==> src/rtl/ghnr_pkg.sv <==
// Package for the gamepad handshake nibble responder.
// Holds the beat payload structs, the phase enum and the fixed nibble codes.
// No dependencies.
package ghnr_pkg;

    // One input beat: sampled pin levels and button levels
    typedef struct packed {
        logic       select_n;
        logic       request;
        logic [3:0] directions;
        logic [2:0] kick_buttons;
        logic       start_button;
        logic [2:0] punch_buttons;
        logic       shoulder_right;
        logic       shoulder_left;
    } ghnr_in_t;

    // One result beat: data lines and acknowledge level
    typedef struct packed {
        logic [3:0] data_nibble;
        logic       acknowledge;
    } ghnr_out_t;

    // Handshake phases; codes 10..15 are unused
    typedef enum logic [3:0] {
        PH_IDLE_SYNC = 4'd0,
        PH_SEL_LOW   = 4'd1,
        PH_REQ_LOW   = 4'd2,
        PH_SIZE      = 4'd3,
        PH_DIRS      = 4'd4,
        PH_KICK      = 4'd5,
        PH_PUNCH     = 4'd6,
        PH_ONES      = 4'd7,
        PH_END0      = 4'd8,
        PH_END1      = 4'd9
    } ghnr_phase_t;

    localparam logic [3:0] NIB_ID      = 4'h0;
    localparam logic [3:0] NIB_SIZE    = 4'h2;
    localparam logic [2:0] NIB_ONES_LO = 3'h7;
    localparam logic [3:0] NIB_END0    = 4'h0;
    localparam logic [3:0] NIB_END1    = 4'h1;
    localparam logic [3:0] NIB_RESET   = 4'h1;
    localparam logic       ACK_RESET   = 1'b1;

endpackage

==> src/rtl/ghnr_fsm.sv <==
// Phase sequencer of the gamepad handshake nibble responder.
// Holds phase, nibble and acknowledge state; one transition per stepped beat.
// Depends on ghnr_pkg.
module ghnr_fsm (
    input  logic              aclk,
    input  logic              aresetn,
    input  logic              step_en,
    input  ghnr_pkg::ghnr_in_t item,
    input  logic              extra_buttons_on,
    output ghnr_pkg::ghnr_out_t result
);
    import ghnr_pkg::*;

    ghnr_phase_t phase_reg, phase_next;
    logic [3:0]  nibble_reg, nibble_next;
    logic        ack_reg, ack_next;

    logic sel_high, req_high, go_high, go_low;
    logic rbit, lbit;

    // State registers
    always_ff @(posedge aclk) begin
        if (!aresetn) begin
            phase_reg  <= PH_IDLE_SYNC;
            nibble_reg <= NIB_RESET;
            ack_reg    <= ACK_RESET;
        end else if (step_en) begin
            phase_reg  <= phase_next;
            nibble_reg <= nibble_next;
            ack_reg    <= ack_next;
        end
    end

    // Next phase and line levels
    always_comb begin
        sel_high    = item.select_n;
        req_high    = item.request;
        go_high     = req_high | sel_high;
        go_low      = ~req_high | sel_high;
        rbit        = extra_buttons_on ? item.shoulder_right : 1'b1;
        lbit        = extra_buttons_on ? item.shoulder_left  : 1'b1;
        phase_next  = phase_reg;
        nibble_next = nibble_reg;
        ack_next    = ack_reg;
        unique case (phase_reg)
            PH_IDLE_SYNC: begin
                if (sel_high && req_high) phase_next = PH_SEL_LOW;
            end
            PH_SEL_LOW: begin
                if (!sel_high) phase_next = PH_REQ_LOW;
            end
            PH_REQ_LOW: begin
                if (!req_high) begin
                    nibble_next = NIB_ID;
                    ack_next    = 1'b0;
                    phase_next  = PH_SIZE;
                end
            end
            PH_SIZE: begin
                if (go_high) begin
                    nibble_next = NIB_SIZE;
                    ack_next    = 1'b1;
                    phase_next  = PH_DIRS;
                end
            end
            PH_DIRS: begin
                if (go_low) begin
                    nibble_next = item.directions;
                    ack_next    = 1'b0;
                    phase_next  = PH_KICK;
                end
            end
            PH_KICK: begin
                if (go_high) begin
                    nibble_next = {item.start_button, item.kick_buttons};
                    ack_next    = 1'b1;
                    phase_next  = PH_PUNCH;
                end
            end
            PH_PUNCH: begin
                if (go_low) begin
                    nibble_next = {rbit, item.punch_buttons};
                    ack_next    = 1'b0;
                    phase_next  = PH_ONES;
                end
            end
            PH_ONES: begin
                if (go_high) begin
                    nibble_next = {lbit, NIB_ONES_LO};
                    ack_next    = 1'b1;
                    phase_next  = PH_END0;
                end
            end
            PH_END0: begin
                if (go_low) begin
                    nibble_next = NIB_END0;
                    ack_next    = 1'b0;
                    phase_next  = PH_END1;
                end
            end
            PH_END1: begin
                if (go_high) begin
                    nibble_next = NIB_END1;
                    ack_next    = 1'b1;
                    phase_next  = PH_IDLE_SYNC;
                end
            end
            default: begin
                // unused code: back to idle sync, lines hold
                phase_next = PH_IDLE_SYNC;
            end
        endcase
        result.data_nibble = nibble_next;
        result.acknowledge = ack_next;
    end

endmodule

==> src/rtl/gamepad_handshake_nibble_responder.sv <==
// Top level of the gamepad handshake nibble responder.
// Input beat register, phase sequencer and result register.
// Depends on ghnr_pkg and ghnr_fsm.
//
// Usage:
//   Each input beat on s_valid/s_ready carries one tick's sample of the
//   select and request lines plus the button levels. For every input beat
//   the block returns exactly one result beat on m_valid/m_ready with the
//   data nibble and acknowledge level to drive after that tick.
//   m_valid rises once an accepted input beat has passed the input register,
//   then the result register; a beat waits in the input register while the
//   result register holds one not yet taken. Throughput is one beat per cycle
//   while m_ready is high; the phase sequencer takes one transition per beat.
//   cfg_wr_en writes extra_buttons_on from cfg_wr_data at once; write it
//   only while no beat is in flight.
//   Reset (aresetn low, synchronous) empties both registers, puts the
//   sequencer into idle sync with nibble 1 and acknowledge high, and
//   clears extra_buttons_on.
//   When the receiver stalls, the result register holds its beat and the
//   input register still takes one more beat; further beats then wait.
module gamepad_handshake_nibble_responder (
    input  logic                aclk,
    input  logic                aresetn,
    input  logic                s_valid,
    output logic                s_ready,
    input  ghnr_pkg::ghnr_in_t  s_data,
    output logic                m_valid,
    input  logic                m_ready,
    output ghnr_pkg::ghnr_out_t m_data,
    input  logic                cfg_wr_en,
    input  logic                cfg_wr_data
);
    import ghnr_pkg::*;

    logic      in_valid_reg;
    ghnr_in_t  in_data_reg;
    logic      out_valid_reg;
    ghnr_out_t out_data_reg;
    logic      extra_buttons_reg;
    logic      advance;
    ghnr_out_t step_result;

    // Move a beat from the input register into the result register
    assign advance = in_valid_reg && (!out_valid_reg || m_ready);
    assign s_ready = !in_valid_reg || advance;
    assign m_valid = out_valid_reg;
    assign m_data  = out_data_reg;

    // Configuration register
    always_ff @(posedge aclk) begin
        if (!aresetn) begin
            extra_buttons_reg <= 1'b0;
        end else if (cfg_wr_en) begin
            extra_buttons_reg <= cfg_wr_data;
        end
    end

    // Input beat register
    always_ff @(posedge aclk) begin
        if (!aresetn) begin
            in_valid_reg <= 1'b0;
        end else if (s_ready) begin
            in_valid_reg <= s_valid;
        end
    end

    always_ff @(posedge aclk) begin
        if (s_valid && s_ready) begin
            in_data_reg <= s_data;
        end
    end

    // Result register
    always_ff @(posedge aclk) begin
        if (!aresetn) begin
            out_valid_reg <= 1'b0;
        end else if (advance) begin
            out_valid_reg <= 1'b1;
        end else if (m_ready) begin
            out_valid_reg <= 1'b0;
        end
    end

    always_ff @(posedge aclk) begin
        if (advance) begin
            out_data_reg <= step_result;
        end
    end

    // Phase sequencer
    ghnr_fsm u_fsm (
        .aclk             (aclk),
        .aresetn          (aresetn),
        .step_en          (advance),
        .item             (in_data_reg),
        .extra_buttons_on (extra_buttons_reg),
        .result           (step_result)
    );

endmodule
==> config.mk <==
export PLATFORM = sky130hd
export DESIGN_NAME = gamepad_handshake_nibble_responder
export DESIGN_NICKNAME = d
export VERILOG_FILES = /design/src/rtl/ghnr_pkg.sv /design/src/rtl/ghnr_fsm.sv /design/src/rtl/gamepad_handshake_nibble_responder.sv
export SDC_FILE = /design/constraint.sdc
export NUM_CORES = 1
export LEC_CHECK = 0
export ABC_CLOCK_PERIOD_IN_PS = 4600
export BUFFER_PORTS_ARGS = -buffer_cell sky130_fd_sc_hd__buf_4
export CAP_MARGIN = 30
export CORE_MARGIN = 10
export CORE_UTILIZATION = 40
export CTS_CLUSTER_SIZE = 24
export DETAILED_ROUTE_END_ITERATION = 16
export SLEW_MARGIN = 25
export SYNTH_ARGS = -nofsm -noshare
export SYNTH_HDL_FRONTEND = slang
export SYNTH_SLANG_ARGS = --single-unit
==> constraint.sdc <==
create_clock -name aclk -period 4.6 [get_ports aclk]
set_input_delay 0 -clock aclk [delete_from_list [all_inputs] [get_ports aclk]]
set_output_delay 0 -clock aclk [all_outputs]
set_load 0.1 [all_outputs]
==> impl_summary.md <==
Layout
The ratio of cells with drive above 1 in the final layout is 19.25%. The register with the most flip-flops in the layout has 15 of them. The signed area change from the synthesized netlist to the final layout is 26.43%. In the final design database the tool counted 233 nets.

GRT
The number of global-route vias before repair is 1496. The global-route total usage across every layer is 12.09%. The global-route wire length before repair is 7355 um. The number of antenna violations at the first check in global routing is 0. The maximum number of pins on one net before global-route repair is 25. The global-route congestion overflow total is 0.

Floorplanning
From left edge to right edge, the die measures 85.73 um. The initial core utilization is 42.28%. 28 I/O pins were placed. The y dimension of the die is 85.73 um. The die covers 7349 sq um. The standard cell core area is 4086 sq um.

Row generation in the floorplan step produced 23 rows.

Timing
The total negative slack for setup checks is 0 ns. The tightest slew margin relative to the limit is 48.70%. Setup violations remaining at the end of the flow were counted as 0. Setup repair after global routing left no endpoint under its margin.

The tightest hold path in the finished design has a slack of 0.04462 ns. The final number of hold-violating endpoints is 0. The clock period minus worst slack is 2.418 ns. At the pin with the least slew margin, the transition time is 0.7684 ns.

The maximum achievable frequency is 413.6 MHz. The clock arrives with 0.008334 ns of skew. The max-slew violation count is 0. The worst path uses 52.56% of the clock period.

Routing
The average wire per standard cell is 16.40 um. Routed signal wires occupy layers up through met4. Detailed routing placed a total of 217 um of wire on met3. After detailed routing, the number of remaining DRC violations is 0.

The pre-antenna-repair detailed-routing pass consisted of 4 iterations. Detailed routing placed a total of 2124 um of wire on met2. The routed design has 4330 um of wire. In this run, the number of DRC markers left after iteration 0 of detailed routing was 178. Once detail routing completed, the nets flagged for antenna violations numbered 0. The detailed-route vias per instance is 5.617. The detailed router put a total of 1926 um of wire on met1. The via total after detailed routing is 1483.

Synth
The netlist uses 57 different library cells. The per-instance average area after synthesis is 10.16 sq um. The register area share after synthesis is 48.66%. In the synthesized netlist the dominant register cell turns out to be sky130_fd_sc_hd__edfxtp_1.

The post-synthesis sequential element count is 32. The synthesized design contains 20 enable-type register cells. In the synthesized netlist, the number of instances is 170.

The synthesized net count is 191. The count of warnings emitted by yosys is 0. The share of synthesized registers carrying an async set or reset is 0%. The cell area that synthesis handed to floorplanning was 1728 sq um.

Setup path
The type of element launching the critical path is a register. The startpoint-to-endpoint class of the critical path is register to register. Traced cell by cell, the critical path runs through and4bb_1 -> a311o_1 -> a311oi_2 -> nand3_1 -> a22o_1. For this run, the slowest stage of the critical path takes 0.79 ns. The cell class contributing the biggest share of worst-path delay is compound AO/OA/AOI/OAI gates. The number of cells on the worst reg-to-reg path is 5. The critical path contains buffers and inverters numbering 0 combined. In this run the worst path has a maximum fanout of 24. STA puts the critical path data required time at 4.64 ns. The endpoint arrival time on the critical path is 2.45 ns. STA classifies the critical path endpoint as a register. Among all stages on the critical path, the largest delay is contributed by sky130_fd_sc_hd__dfxtp_1. Counting buffers and inverters, the worst setup path is 5 cells deep.

CTS
TritonCTS built the clock tree. The deepest clock path buffer count is 2. Clock tree synthesis found a total of 32 sinks. The number of clock buffers added by TritonCTS is 5. The cell at the root of the clock tree is sky130_fd_sc_hd__clkbuf_8. The clock-pin slew on the worst setup and hold paths is 0.07 ns.

Gates resized during post-CTS repair numbered 0. The insertion delay of the later-clocked pin in the worst-skew pair is 0.28 ns. The depth of the CTS H-tree is 2.

Run status
The flow ran to the end, and the final reports show no timing, DRC or antenna violations.

Place
The number of buffers inserted by port buffering is 27. The estimated wirelength of the detail-placed design is 3044 um. Routability-driven placement finished with a final weighted congestion of 0.8715.

Power
The power per cell area is 275.0 nW/um^2. The leakage power is 0.7847 nW. The largest voltage drop on the vdd net is 0.0001800 V.

Hold path
The worst hold path cell count is 4. In this run the worst hold path is classified as input pin to register.

Flow run
The number of max-cap violations is 0.
-- layout make-up --
cell class | count | area, sq um
Antenna cell | 1 | 2.502
Inverter | 7 | 26.28
Clock buffer | 7 | 76.32
Sequential cell | 32 | 840.8
Multi-Input combinational cell | 120 | 778.2
Timing Repair Buffer | 46 | 392.9
Clock inverter | 1 | 5.005
Tap cell | 50 | 62.56
Fill cell | 355 | 1902
-- cell usage in the layout, fill, tap and decap left out, types with 2 or more instances in the layout --
cell and count:
sky130_fd_sc_hd__and2_1 3, sky130_fd_sc_hd__dlygate4sd3_1 19, sky130_fd_sc_hd__nand2_1 13, sky130_fd_sc_hd__a211oi_1 3
sky130_fd_sc_hd__o211ai_1 4, sky130_fd_sc_hd__nor2_1 14, sky130_fd_sc_hd__clkbuf_1 2, sky130_fd_sc_hd__nor3_1 4
sky130_fd_sc_hd__o21ai_1 2, sky130_fd_sc_hd__or2_1 2, sky130_fd_sc_hd__o22ai_1 4, sky130_fd_sc_hd__clkbuf_8 5
sky130_fd_sc_hd__buf_4 27, sky130_fd_sc_hd__xor2_1 2, sky130_fd_sc_hd__mux2i_1 2, sky130_fd_sc_hd__inv_1 7
sky130_fd_sc_hd__o221a_1 2, sky130_fd_sc_hd__a31oi_1 2, sky130_fd_sc_hd__edfxtp_1 20, sky130_fd_sc_hd__a21oi_1 14
sky130_fd_sc_hd__o21ai_0 5, sky130_fd_sc_hd__nor2b_1 5, sky130_fd_sc_hd__nor3b_1 2, sky130_fd_sc_hd__o31a_1 3
sky130_fd_sc_hd__nor4_1 2, sky130_fd_sc_hd__dfxtp_1 12, sky130_fd_sc_hd__nand2b_1 2
-- metal layers --
layer	vias up	global-route usage (%)
met4	0	4.940
met2	40	19.21
met5	-	0
met3	6	4.352
li1	729	-
met1	708	14.44
-- path summary, 6_finish.rpt --
check / startpoint / to / slack, ns
max: u_fsm.phase_reg[3] / m_data[3] / 2.18
max reg2reg: u_fsm.phase_reg[3] / m_data[3] / 2.18
min reg2reg: u_fsm.nibble_reg[0] / u_fsm.nibble_reg[0] / 0.50
min: m_ready / m_valid / 0.04
-- power breakdown --
part	leakage [nW]	switching [W]	internal, W
sequential	0.286	0.00000856	0.000317
combinational	0.457	0.0000375	0.0000324
clock	0.0422	0.0000996	0.000106
-- per-stage QoR --
| stage | area [sq um] | instances | utilization [%] | power [W] | setup slack (ns) |
|---|---|---|---|---|---|
| 4_1_cts | 2182 | 263 | 53.40 | 0.0006045 | 2.201 |
| 6_report | 2185 | 264 | 53.46 | 0.0006008 | 2.182 |
| 5_1_grt | 2182 | 263 | 53.40 | 0.0006284 | 2.065 |
| 2_1_floorplan | 1728 | 170 | - | 0.0003653 | 1.894 |
| 3_5_place_dp | 1911 | 236 | 46.75 | 0.0003880 | 2.203 |
| 3_3_place_gp | 1911 | 236 | 46.75 | 0.0003868 | 2.273 |
-- cells in the mapped netlist (4+ instances only) --
| library cell | number | area [sq um] |
|---|---|---|
| sky130_fd_sc_hd__inv_1 | 7 | 26.28 |
| sky130_fd_sc_hd__a21oi_1 | 14 | 70.07 |
| sky130_fd_sc_hd__nor2_1 | 14 | 52.55 |
| sky130_fd_sc_hd__o211ai_1 | 4 | 30.03 |
| sky130_fd_sc_hd__nand2_1 | 13 | 48.80 |
| sky130_fd_sc_hd__edfxtp_1 | 20 | 600.6 |
| sky130_fd_sc_hd__buf_6 | 4 | 45.04 |
| sky130_fd_sc_hd__o22ai_1 | 4 | 25.02 |
| sky130_fd_sc_hd__dfxtp_1 | 12 | 240.2 |
| sky130_fd_sc_hd__nor2b_1 | 5 | 31.28 |
| sky130_fd_sc_hd__o21ai_0 | 5 | 25.02 |
| sky130_fd_sc_hd__nor3_1 | 4 | 20.02 |
-- cell families (layout without fill, tap and decap cells) --
family	after synthesis	count (layout)	share of synthesized area (%)
other	0	1	0
buffers and inverters	18	61	6.300
multiplexers	3	3	1.810
XOR/XNOR	2	2	1.014
AND/OR/NAND/NOR	59	59	18.76
AO/OA/AOI/OAI	56	56	23.46
flip-flops	32	32	48.66
-- worst register-to-register path: stages, from the launching register on --
cell	delay, ns
sky130_fd_sc_hd__dfxtp_1	0.79
sky130_fd_sc_hd__and4bb_1	0.33
sky130_fd_sc_hd__a311o_1	0.37
sky130_fd_sc_hd__a311oi_2	0.32
sky130_fd_sc_hd__nand3_1	0.12
sky130_fd_sc_hd__a22o_1	0.24
-- what timing repair did --
action | CTS | global route
hold buffers | 19 | 0
setup endpoints to repair | 0 | 0
buffers inserted | 0 | 0
hold endpoints to repair | 18 | 0
No activity file was read; power rests on OpenSTA's default activity.
